$ cat config.mk
export PLATFORM = sky130hd
export DESIGN_NAME = positional_list_engine
export DESIGN_NICKNAME = d
export VERILOG_FILES = /design/src/sv/ple_pkg.sv /design/src/sv/ple_step.sv /design/src/sv/ple_store.sv /design/src/sv/ple_seq.sv /design/src/sv/positional_list_engine.sv
export VERILOG_INCLUDE_DIRS = /design/src /design/src/sv
export SDC_FILE = /design/constraint.sdc
export NUM_CORES = 2
export LEC_CHECK = 0
export ABC_AREA = 1
export BUFFER_PORTS_ARGS = -buffer_cell sky130_fd_sc_hd__buf_2
export CAP_MARGIN = 20
export CORE_ASPECT_RATIO = 1.2
export CORE_UTILIZATION = 35
export CTS_BUF_LIST = sky130_fd_sc_hd__clkbuf_2 sky130_fd_sc_hd__clkbuf_4 sky130_fd_sc_hd__clkbuf_8
export CTS_CLUSTER_DIAMETER = 40
export DETAILED_ROUTE_END_ITERATION = 8
export PLACE_DENSITY_LB_ADDON = 0.12
export SLEW_MARGIN = 20
export SYNTH_ARGS = -nofsm -noshare
export SYNTH_HDL_FRONTEND = slang
export SYNTH_HIERARCHICAL = 1
export SYNTH_SLANG_ARGS = --single-unit
$ cat constraint.sdc
create_clock -name i_clk -period 7.3 [get_ports i_clk]
set_input_delay 0 -clock i_clk [delete_from_list [all_inputs] [get_ports i_clk]]
set_output_delay 0 -clock i_clk [all_outputs]
set_load 0.01 [all_outputs]
$ cat src/sv/positional_list_engine_defines.svh
// Assertion macros shared by the list engine RTL.
// Depends on nothing; included by files that carry concurrent checks.
`ifndef POSITIONAL_LIST_ENGINE_DEFINES_SVH
`define POSITIONAL_LIST_ENGINE_DEFINES_SVH

// Same-cycle implication, disabled while reset is asserted.
`define PLE_ASSERT_IMP(lbl, clk, rst_n, ante, cons, msg) \
    lbl: assert property (@(posedge clk) disable iff (!rst_n) (ante) |-> (cons)) \
        else $error(msg);

// Next-cycle implication, disabled while reset is asserted.
`define PLE_ASSERT_NXT(lbl, clk, rst_n, ante, cons, msg) \
    lbl: assert property (@(posedge clk) disable iff (!rst_n) (ante) |=> (cons)) \
        else $error(msg);

`endif

$ cat src/sv/ple_pkg.sv
// Types, codes and sizes for the positional list engine.
// No dependencies; imported by every module of the block.
`default_nettype none

package ple_pkg;

    localparam int CAPACITY = 64;
    localparam int ADDR_W   = $clog2(CAPACITY);
    localparam int CNT_W    = 7;

    typedef logic [2:0]        t_kind;
    typedef logic [2:0]        t_status;
    typedef logic [CNT_W-1:0]  t_cnt;
    typedef logic [ADDR_W-1:0] t_addr;
    typedef logic signed [31:0] t_word;

    localparam t_cnt CAP_CNT = CNT_W'(CAPACITY);

    localparam t_kind K_INS_FRONT = 3'd0;
    localparam t_kind K_INS_BACK  = 3'd1;
    localparam t_kind K_INS_AT    = 3'd2;
    localparam t_kind K_DEL_FRONT = 3'd3;
    localparam t_kind K_DEL_BACK  = 3'd4;
    localparam t_kind K_DEL_AT    = 3'd5;
    localparam t_kind K_SEARCH    = 3'd6;

    localparam t_status ST_OK       = 3'd0;
    localparam t_status ST_EMPTY    = 3'd1;
    localparam t_status ST_INVALID  = 3'd2;
    localparam t_status ST_RANGE    = 3'd3;
    localparam t_status ST_NOTFOUND = 3'd4;
    localparam t_status ST_FULL     = 3'd5;

    typedef struct packed {
        logic  we;
        t_addr waddr;
        t_word wdata;
        logic  re;
        t_addr raddr;
    } t_mem_req;

endpackage

`default_nettype wire

$ cat src/sv/ple_step.sv
// Shared cursor step and compare unit of the list engine.
// Depends on ple_pkg.
`default_nettype none

module ple_step (
    input  ple_pkg::t_cnt  i_cursor,
    input  ple_pkg::t_cnt  i_limit,
    input  logic           i_dec,
    input  ple_pkg::t_word i_a,
    input  ple_pkg::t_word i_b,
    output ple_pkg::t_cnt  o_next,
    output logic           o_hit,
    output logic           o_eq
);
    import ple_pkg::*;

    assign o_next = i_dec ? (i_cursor - t_cnt'(1)) : (i_cursor + t_cnt'(1));
    assign o_hit  = (i_cursor == i_limit);
    assign o_eq   = (i_a == i_b);

endmodule

`default_nettype wire

$ cat src/sv/ple_store.sv
// Entry store: one write port, one read port with registered read data.
// Depends on ple_pkg.
`default_nettype none

module ple_store (
    input  logic              i_clk,
    input  ple_pkg::t_mem_req i_req,
    output ple_pkg::t_word    o_rdata
);
    import ple_pkg::*;

    t_word r_mem [CAPACITY];
    t_word r_rdata;

    always_ff @(posedge i_clk) begin
        if (i_req.we) begin
            r_mem[i_req.waddr] <= i_req.wdata;
        end
        if (i_req.re) begin
            r_rdata <= r_mem[i_req.raddr];
        end
    end

    assign o_rdata = r_rdata;

endmodule

`default_nettype wire

$ cat src/sv/ple_seq.sv
// Request decode and walk sequencer of the list engine; drives the store
// and uses one ple_step unit. Depends on ple_pkg and the assertion macros.
`default_nettype none
`include "positional_list_engine_defines.svh"

module ple_seq (
    input  logic              i_clk,
    input  logic              i_rst_n,
    input  logic              i_start,
    input  ple_pkg::t_kind    i_kind,
    input  ple_pkg::t_word    i_value,
    input  ple_pkg::t_cnt     i_position,
    input  ple_pkg::t_word    i_rdata,
    output ple_pkg::t_mem_req o_req,
    output logic              o_busy,
    output logic              o_done,
    output ple_pkg::t_status  o_status,
    output ple_pkg::t_cnt     o_found,
    output ple_pkg::t_cnt     o_count
);
    import ple_pkg::*;

    typedef enum logic [3:0] {
        S_IDLE   = 4'b0001,
        S_UP     = 4'b0010,
        S_DOWN   = 4'b0100,
        S_SEARCH = 4'b1000
    } t_state;

    t_state   r_state, n_state;
    t_cnt     r_count, n_count;
    logic     r_pend,  n_pend;
    logic     r_done,  n_done;
    t_cnt     r_idx,   n_idx;
    t_cnt     r_target, n_target;
    t_addr    r_lag,   n_lag;
    t_addr    r_waddr, n_waddr;
    t_word    r_value, n_value;
    t_status  r_status, n_status;
    t_cnt     r_found, n_found;
    t_mem_req w_req;

    t_cnt     w_next;
    logic     w_hit;
    logic     w_eq;
    logic     w_full;
    logic     w_empty;
    logic [CNT_W:0] w_cnt_p1;

    ple_step u_step (
        .i_cursor (r_idx),
        .i_limit  ((r_state == S_UP) ? r_target : r_count),
        .i_dec    (r_state == S_UP),
        .i_a      (i_rdata),
        .i_b      (r_value),
        .o_next   (w_next),
        .o_hit    (w_hit),
        .o_eq     (w_eq)
    );

    assign w_full   = (r_count == CAP_CNT);
    assign w_empty  = (r_count == '0);
    assign w_cnt_p1 = {1'b0, r_count} + (CNT_W+1)'(1);

    always_comb begin
        n_state  = r_state;
        n_count  = r_count;
        n_pend   = r_pend;
        n_done   = 1'b0;
        n_idx    = r_idx;
        n_target = r_target;
        n_lag    = r_lag;
        n_waddr  = r_waddr;
        n_value  = r_value;
        n_status = r_status;
        n_found  = r_found;
        w_req    = '0;

        unique case (r_state)
            S_IDLE: begin
                if (i_start) begin
                    // a request that needs no walk reports at once
                    n_value  = i_value;
                    n_done   = 1'b1;
                    n_status = ST_OK;
                    n_found  = '0;
                    n_pend   = 1'b0;
                    unique case (i_kind)
                        K_INS_FRONT, K_INS_BACK: begin
                            if (w_full) begin
                                n_status = ST_FULL;
                            end else begin
                                n_done   = 1'b0;
                                n_state  = S_UP;
                                n_idx    = r_count;
                                n_target = (i_kind == K_INS_BACK) ? r_count : '0;
                            end
                        end
                        K_INS_AT: begin
                            if (i_position == '0) begin
                                n_status = ST_INVALID;
                            end else if (i_position != t_cnt'(1) && w_empty) begin
                                n_status = ST_EMPTY;
                            end else if ({1'b0, i_position} > w_cnt_p1) begin
                                n_status = ST_RANGE;
                            end else if (w_full) begin
                                n_status = ST_FULL;
                            end else begin
                                n_done   = 1'b0;
                                n_state  = S_UP;
                                n_idx    = r_count;
                                n_target = i_position - t_cnt'(1);
                            end
                        end
                        K_DEL_FRONT: begin
                            if (w_empty) begin
                                n_status = ST_EMPTY;
                            end else begin
                                n_done  = 1'b0;
                                n_state = S_DOWN;
                                n_idx   = t_cnt'(1);
                                n_lag   = '0;
                            end
                        end
                        K_DEL_BACK: begin
                            if (w_empty) begin
                                n_status = ST_EMPTY;
                            end else begin
                                n_count = r_count - t_cnt'(1);
                            end
                        end
                        K_DEL_AT: begin
                            if (w_empty) begin
                                n_status = ST_EMPTY;
                            end else if (i_position == '0) begin
                                n_status = ST_INVALID;
                            end else if (i_position > r_count) begin
                                n_status = ST_RANGE;
                            end else begin
                                n_done  = 1'b0;
                                n_state = S_DOWN;
                                n_idx   = i_position;
                                n_lag   = ADDR_W'(i_position - t_cnt'(1));
                            end
                        end
                        K_SEARCH: begin
                            if (w_empty) begin
                                n_status = ST_EMPTY;
                            end else begin
                                n_done  = 1'b0;
                                n_state = S_SEARCH;
                                n_idx   = '0;
                            end
                        end
                        default: begin
                        end
                    endcase
                end
            end

            S_UP: begin
                // move entry cursor-1 to cursor, walking toward the target
                if (r_pend) begin
                    w_req.we    = 1'b1;
                    w_req.waddr = r_waddr;
                    w_req.wdata = i_rdata;
                end
                if (!w_hit) begin
                    w_req.re    = 1'b1;
                    w_req.raddr = w_next[ADDR_W-1:0];
                    n_pend      = 1'b1;
                    n_waddr     = r_idx[ADDR_W-1:0];
                    n_idx       = w_next;
                end else begin
                    n_pend = 1'b0;
                    if (!r_pend) begin
                        w_req.we    = 1'b1;
                        w_req.waddr = r_target[ADDR_W-1:0];
                        w_req.wdata = r_value;
                        n_count     = r_count + t_cnt'(1);
                        n_done      = 1'b1;
                        n_status    = ST_OK;
                        n_found     = '0;
                        n_state     = S_IDLE;
                    end
                end
            end

            S_DOWN: begin
                // move entry cursor to cursor-1 until the back is reached
                if (r_pend) begin
                    w_req.we    = 1'b1;
                    w_req.waddr = r_waddr;
                    w_req.wdata = i_rdata;
                end
                if (!w_hit) begin
                    w_req.re    = 1'b1;
                    w_req.raddr = r_idx[ADDR_W-1:0];
                    n_pend      = 1'b1;
                    n_waddr     = r_lag;
                    n_lag       = r_idx[ADDR_W-1:0];
                    n_idx       = w_next;
                end else begin
                    n_pend = 1'b0;
                    if (!r_pend) begin
                        n_count  = r_count - t_cnt'(1);
                        n_done   = 1'b1;
                        n_status = ST_OK;
                        n_found  = '0;
                        n_state  = S_IDLE;
                    end
                end
            end

            S_SEARCH: begin
                // read data in hand belongs to entry r_idx-1
                if (r_pend && w_eq) begin
                    n_pend   = 1'b0;
                    n_done   = 1'b1;
                    n_status = ST_OK;
                    n_found  = r_idx;
                    n_state  = S_IDLE;
                end else if (!w_hit) begin
                    w_req.re    = 1'b1;
                    w_req.raddr = r_idx[ADDR_W-1:0];
                    n_pend      = 1'b1;
                    n_idx       = w_next;
                end else begin
                    n_pend   = 1'b0;
                    n_done   = 1'b1;
                    n_status = ST_NOTFOUND;
                    n_found  = '0;
                    n_state  = S_IDLE;
                end
            end

            default: begin
                n_state = S_IDLE;
                n_pend  = 1'b0;
            end
        endcase
    end

    always_ff @(posedge i_clk) begin
        if (!i_rst_n) begin
            r_state <= S_IDLE;
            r_count <= '0;
            r_pend  <= 1'b0;
            r_done  <= 1'b0;
        end else begin
            r_state <= n_state;
            r_count <= n_count;
            r_pend  <= n_pend;
            r_done  <= n_done;
        end
    end

    always_ff @(posedge i_clk) begin
        r_idx    <= n_idx;
        r_target <= n_target;
        r_lag    <= n_lag;
        r_waddr  <= n_waddr;
        r_value  <= n_value;
        r_status <= n_status;
        r_found  <= n_found;
    end

    assign o_req    = w_req;
    assign o_busy   = (r_state != S_IDLE);
    assign o_done   = r_done;
    assign o_status = r_status;
    assign o_found  = r_found;
    assign o_count  = r_count;

    `PLE_ASSERT_IMP(a_count_cap, i_clk, i_rst_n, 1'b1, r_count <= CAP_CNT, "count above capacity")
    `PLE_ASSERT_IMP(a_done_idle, i_clk, i_rst_n, r_done, r_state == S_IDLE, "result while busy")
    `PLE_ASSERT_IMP(a_found_ok, i_clk, i_rst_n, r_done && r_found != '0, r_status == ST_OK && r_found <= r_count, "bad found position")
    `PLE_ASSERT_NXT(a_count_step, i_clk, i_rst_n, r_count != CAP_CNT + t_cnt'(1), r_count == $past(r_count) || (r_done && (r_count == $past(r_count) + t_cnt'(1) || r_count == $past(r_count) - t_cnt'(1))), "count moved without a result")

endmodule

`default_nettype wire

$ cat src/sv/positional_list_engine.sv
// Top level of the positional list engine: sequencer plus entry store.
// Depends on ple_pkg, ple_step, ple_store and ple_seq.
//
// Use: drive i_kind, i_value and i_position and raise start while busy is
// low; the item is taken at that clock edge. Exactly one result follows,
// shown for one cycle with o_done high: o_status, o_found_position and
// o_count (entries held after the request). The receiver cannot stall.
// Rejected requests, unused kinds and delete back report on the cycle
// after acceptance and keep busy low, so such items may follow each cycle.
// Walking requests raise busy; one entry is moved or compared per cycle
// through the store's single read and write port. An insert at index k
// moves the entries from k up by one and then writes the value at k; a
// delete at index k moves the entries above k down by one; a search
// compares entries from the front and stops at the first match or after
// the last entry. Reset empties the list at once; no clearing pass is
// needed since only entries below the count are ever read.
`default_nettype none

module positional_list_engine (
    input  logic             i_clk,
    input  logic             i_rst_n,
    input  logic             start,
    input  ple_pkg::t_kind   i_kind,
    input  ple_pkg::t_word   i_value,
    input  ple_pkg::t_cnt    i_position,
    output logic             busy,
    output logic             o_done,
    output ple_pkg::t_status o_status,
    output ple_pkg::t_cnt    o_found_position,
    output ple_pkg::t_cnt    o_count
);
    import ple_pkg::*;

    t_mem_req w_req;
    t_word    w_rdata;

    ple_seq u_seq (
        .i_clk      (i_clk),
        .i_rst_n    (i_rst_n),
        .i_start    (start),
        .i_kind     (i_kind),
        .i_value    (i_value),
        .i_position (i_position),
        .i_rdata    (w_rdata),
        .o_req      (w_req),
        .o_busy     (busy),
        .o_done     (o_done),
        .o_status   (o_status),
        .o_found    (o_found_position),
        .o_count    (o_count)
    );

    ple_store u_store (
        .i_clk   (i_clk),
        .i_req   (w_req),
        .o_rdata (w_rdata)
    );

endmodule

`default_nettype wire
# Word-level counts from Yosys, hierarchy flattened
# Memory sizes are Yosys's and may differ from the RTL's. A register that Yosys moved wholly into a read port is not among the register bits.
# Cells that the tools add are included.
# totals
ff_bits	81
ram_bits	2048
input_bits	45
out_inout_bits	19
wordCells	192
mem_count	1
# classes
n_addsub	6
magnitude_cmp	2
eq_ne	43
mux	107
reduce_logical	22
# mem_list
memory	depth	width	rd	rd_ports_with_merged_regs	wr	line	source
u_store.r_mem	64	32	1	1	1	ple_store.sv:12	t_word r_mem [CAPACITY];
# ops
cell	n
7-bit two-way mux	35
39-bit two-way mux	3
7-bit one-hot mux with 3 select lines	4
39-bit one-hot mux with 2 select lines	1
4-bit two-way mux	14
6-bit two-way mux	7
6-bit one-hot mux with 2 select lines	3
7-bit one-hot mux with 5 select lines	1
3-bit two-way mux	11
32-bit == test	1
2-bit inequality test (second input constant)	14
3-bit inequality test (second input constant)	9
8-bit AND reduction	3
7-bit by 1-bit subtractor with 7-bit output (second input constant)	3
4-bit one-hot mux with 5 select lines	1
1-bit two-way mux	19
7-bit by 1-bit adder with 7-bit output (second input constant)	2
7-bit logical NOT	2
7-bit one-hot mux with 2 select lines	1
13-bit AND reduction	1
3-bit one-hot mux with 4 select lines	1
4-bit one-hot mux with 3 select lines	1
12-bit AND reduction	1
3-bit == test (second input constant)	3
other kinds (29)	39

# Logic depth before layout (Yosys ltp)
# depth
ltp_word	8
ltp_mapped	27
mapped_depth_nobuf	22

# Cells and area by module
# The synthesis kept the hierarchy.
# modules_own_cells
module	n_inst	cells_each	area_each_um2	seq_area_each_um2
ple_store	1	6785	83106.0	62459.9
ple_seq	1	602	4989.8	2302.2
ple_step	1	205	925.9	0.0

# Least setup slack after synthesis
# No wires, ideal clock.
# synth_path
kind	register to register
from	reg u_seq.r_state[2]
to	mem u_store/r_mem[55][0] (netlist name) (enable)
setup_time_ns	0.461
arrival_ns	5.214
required_time_ns	6.839
slack_ns	1.625
stages_incl_launch_ff	20
path_buffers	3
synth_period_minus_slack_ns	5.675
path_cell_list	dfxtp_1 > nor2_1 > nand3_2 > inv_1 > buf_2 > buf_2 > nand2_1 > nand2_1 > xnor2_1 > nand4_1 > nor3_1 > buf_4 > inv_2 > nor2_4 > inv_1 > o21ai_0 > inv_1 > nor3_1 > inv_1 > nor3_1
# synth_rtl
item	line	source
from (decl)	ple_seq.sv:30	t_state r_state, n_state;
from (signal assigned)	ple_seq.sv:251	r_state <= n_state;
to (decl)	ple_store.sv:12	

==> summary.txt <==
Timing
  • Unrepaired setup endpoints after global routing: false
  • Crit share post-route: 86.9%
  • Final Slew Violations: 0
  • Final Hold Violating Endpoints: 0
  • Max frequency: 0.158 GHz
  • Relative slew slack: 27.5%
  • Post-layout min period: 6350 ps
  • Clock tree skew after final layout: 94.1 ps
  • Number of setup violations in the final report: 0
  • Least-Margin Pin Slew: between 1000 and 1500 ps
  • Setup TNS: 0 ps

Drt
  • Vias per cell: roughly 5.3
  • Average routed wire per standard cell: 26.3 um
  • Pre-Repair DR Iteration Count: 6
  • Detailed-route DRC error count: 0
  • DRT antenna net count: 0
  • DR vias: 60600
  • Routed WL: 302 mm
  • Starting DRT DRC Count: 6034

CTS
  • # H-tree levels: 5
  • Clock latency reported for the late side of the worst-skew pair: slightly above 1000 ps
  • Post-CTS Setup Inserts: 0
  • Sink Count: about 2200
  • Number of gates given a new drive strength after cts: 0
  • Cell at the root of the clock tree: sky130_fd_sc_hd__clkbuf_8
  • Number of buffers on the longest clock path: 4
  • Num CTS Buffers: about 370
  • Clk slew on worst S/H paths: approximately 60 ps
  • TritonCTS clock tree: yes

Synthesis
  • Number of warnings issued by yosys: 6
  • Number of enable-type register cells in the synthesized netlist: around 2100
  • Cell Area, Synth: 0.0890 sq mm
  • Fraction of synthesized cell area taken by the top area cell type: between 70% and 80%
  • Cell count after synthesis: about 7600
  • Synth unique cells: 42
  • Synth top cells by count: sky130_fd_sc_hd__nand2_1 (2466), sky130_fd_sc_hd__edfxtp_1 (2148), sky130_fd_sc_hd__nand3_1 (2007), sky130_fd_sc_hd__buf_2 (261), sky130_fd_sc_hd__nor2_1 (153)
  • Synthesized area per cell: between 10 and 15 sq um
  • Post-synth ARST share: 0%
  • Seq/Total Area, Yosys: slightly above 70%
  • Main flop type after synthesis: sky130_fd_sc_hd__edfxtp_1
  • Synth top area cells: sky130_fd_sc_hd__edfxtp_1 (72%), sky130_fd_sc_hd__nand3_1 (11%), sky130_fd_sc_hd__nand2_1 (10%), sky130_fd_sc_hd__buf_2 (1.5%), sky130_fd_sc_hd__nor2_1 (0.65%)
  • Dominant cell by count in the synthesized netlist: sky130_fd_sc_hd__nand2_1
  • Library cell with the largest summed area after synthesis: sky130_fd_sc_hd__edfxtp_1
  • Synthesized flop and latch total: 2161
  • Synth Net Count: 7667

Setup path
  • Arrival @ worst endpoint: just over 7000 ps
  • Family with the most delay on the worst path: simple AND/OR/NAND/NOR gates
  • Endpoint class of the critical path: flip-flop
  • Critical-path cell with the highest stage delay: sky130_fd_sc_hd__clkinv_1
  • Required time worst endpoint: 8020 ps
  • Crit-path most repeated cell: sky130_fd_sc_hd__nand2_1
  • Register-to-register setup slack: 950 ps
  • CP max stage delay: 660 ps
  • Chain of cells forming the critical path: nor2_1 > nand3_2 > clkinv_1 > nand2_1 > o21ai_0 > xnor2_1 > nand4_1 > nor3_2 > inv_2 > nand2_1 > o32ai_4 > buf_4 > inv_8 > buf_12 > buf_12 > nand3_1 > nand3_1 > nand3_1 > nand3_1 > nand2_1 > nand2_1 > nand2_1
  • FF-to-FF End: u_store/o_rdata[15]
  • Critical R2R Launch: u_seq/r_state[2]
  • Register-to-Register Path Depth: 22
  • CP Max Fanout: 59
  • Kind of launch point of the worst setup path: flip-flop
  • Worst Path Class, Setup: flip-flop to flip-flop
  • Buffers plus inverters on the worst setup path: 6

Global routing
  • Antenna violations before repair: 10
  • Global routing usage summed across all routing layers: 23.0%
  • Vias in the first global route: 58000
  • Global route total overflow: 0
  • Wire length of the first global-routing pass: 430 mm
  • Largest net degree at the start of global routing: 164

Pwr
  • Int Pwr: 20.9 mW
  • Power share of the combinational group: 15.2%
  • Register share of total power: 47.6%
  • Worst IR Drop VDD: 189 uV
  • Leakage power: 34.7 nW
  • Net switching power: 8.40 mW
  • Power share of the clock group: 37.3%
  • Total power: 29.3 mW
  • Sw Share: 28.6%
  • Total power divided by cell area: 287 mW/mm^2

Layout
  • Final cell utilization of the core: 40.4%
  • Layout area overhead: 14.6%
  • Final layout net count: around 7900
  • Share of post-route cells with drive strength above 1: between 10% and 20%

Floorplanning
  • Die H: 554 um
  • # rows: 202
  • Area of the core region: 0.253 sq mm
  • Number of primary I/O pins: 64
  • Die footprint: 0.256 sq mm
  • Width of the die: 462 um
  • Initial core utilization: 35.2%

Worst hold path
  • Min-Delay Path Depth: 3
  • Startpoint of the tightest hold check path: i_position[0]
  • Hold-critical path endpoint: u_seq/r_target[0]
  • Type of the worst min-delay path: input port to flip-flop

Placement
  • Detailed placer's ending HPWL: ~170 mm
  • Routability cong.: 0.854
  • Port Buffers: 63

Status
  • Status: complete, no violations

Job
  • Max_cap viols: 0
-- power by group through the flow --
stage	clock (mW)	combinational, mW	sequential, mW
finish	10.9	4.44	14.0
CTS	11.2	4.46	13.9
global placement	0	4.37	14.2
detailed placement	0	4.37	14.2
floorplan	0	2.79	14.1
global route	11.7	4.87	14.0
-- area by class of cell --
class	instances	area (sq um)
Sequential cell	2161	64800
Inverter	136	547
Clock buffer	478	5990
Timing Repair Buffer	361	3220
Antenna cell	10	25.0
Tap cell	3366	4210
Multi-Input combinational cell	4824	22100
Clock inverter	158	1190
Fill cell	24300	151000
-- state kept, by name (all words and copies together) (netlist names) --
register and flops:
u_seq/o_done 1, u_seq/r_idx 7, u_seq/r_target 7, u_seq/r_state 4, u_seq/o_status 3, u_seq/o_found 7, u_store/o_rdata 32, u_store/r_mem 2048
u_seq/o_count 7, u_seq/r_value 32, u_seq/r_pend 1, u_seq/r_waddr 6, u_seq/r_lag 6
-- stage by stage --
step	hold slack, ps	std cells	setup slack (ps)	area (sq um)
after floorplan	98.9	7592	1620	89000
after global placement	181	10800	698	93900
after detailed placement	180	10800	1060	93900
after CTS	26.3	11500	1010	102000
after global routing	90.3	11500	456	102000
final	111	11500	953	102000
-- worst max path at each step --
stage | from | endpoint | slack (ps) | cells past startpoint
after floorplan | u_seq/r_state[2] | u_store/r_mem[55][0] | 1620 | 19
after global placement | u_seq/r_state[2] | u_store/r_mem[63][13] | 700 | 16
after detailed placement | u_seq/r_state[2] | u_store/r_mem[42][21] | 1060 | 17
after CTS | u_seq/r_state[2] | u_store/r_mem[17][28] | 1010 | 16
after global routing | u_seq/r_state[3] | u_store/r_mem[42][18] | 460 | 16
final | u_seq/r_state[2] | u_store/o_rdata[15] | 950 | 22
-- placed cells by master, fill, tap and decap left out, drive strengths merged, types with 4 or more instances in the layout --
cell type    count
xnor2           10
dfxtp           13
o32ai            5
nand2         2471
o21ai           34
inv            138
clkinv         131
o22ai           13
ha              28
edfxtp        2148
nand3         2009
diode           10
dlygate4sd3     92
clkbuf         478
a22oi            4
xor2            20
a21oi           33
bufinv          17
clkinvlp         8
nor3            16
nor2           161
buf            269
-- routing by layer --
layer	GRT usage [%]	part of all wire [%]	routed length (um)	up-vias
li1	-	-	-	27400
met1	31.4	43	130000	30500
met2	38.3	48	146000	2217
met3	3.12	6.2	18700	412
met4	6.59	2.7	8160	0
met5	0	0	0	-
-- worst min-delay path, stage by stage --
cell                            delay [ps]
sky130_fd_sc_hd__dlygate4sd3_1         560
sky130_fd_sc_hd__buf_2                 200
sky130_fd_sc_hd__o22ai_1               180
-- kinds of logic (layout without fill, tap and decap cells) --
kind of cell / count (synthesis) / in the layout / share of synthesized area (%)
other cells: 0 / 10 / 0
buf+inv: 607 / 1133 / 3.24
simple gates: 4664 / 4664 / 22.6
flops: 2161 / 2161 / 72.7
compound gates: 100 / 100 / 0.659
fa+ha+maj: 30 / 30 / 0.439
xor+xnor: 30 / 30 / 0.295
-- repair_timing --
item | 4_1_cts | 5_1_grt
endpoints found under the hold margin | 123 | 0
hold buffers | 92 | 0
setup endpoints to repair | 0 | 0
Note: power is estimated with default switching activity, not from simulation.
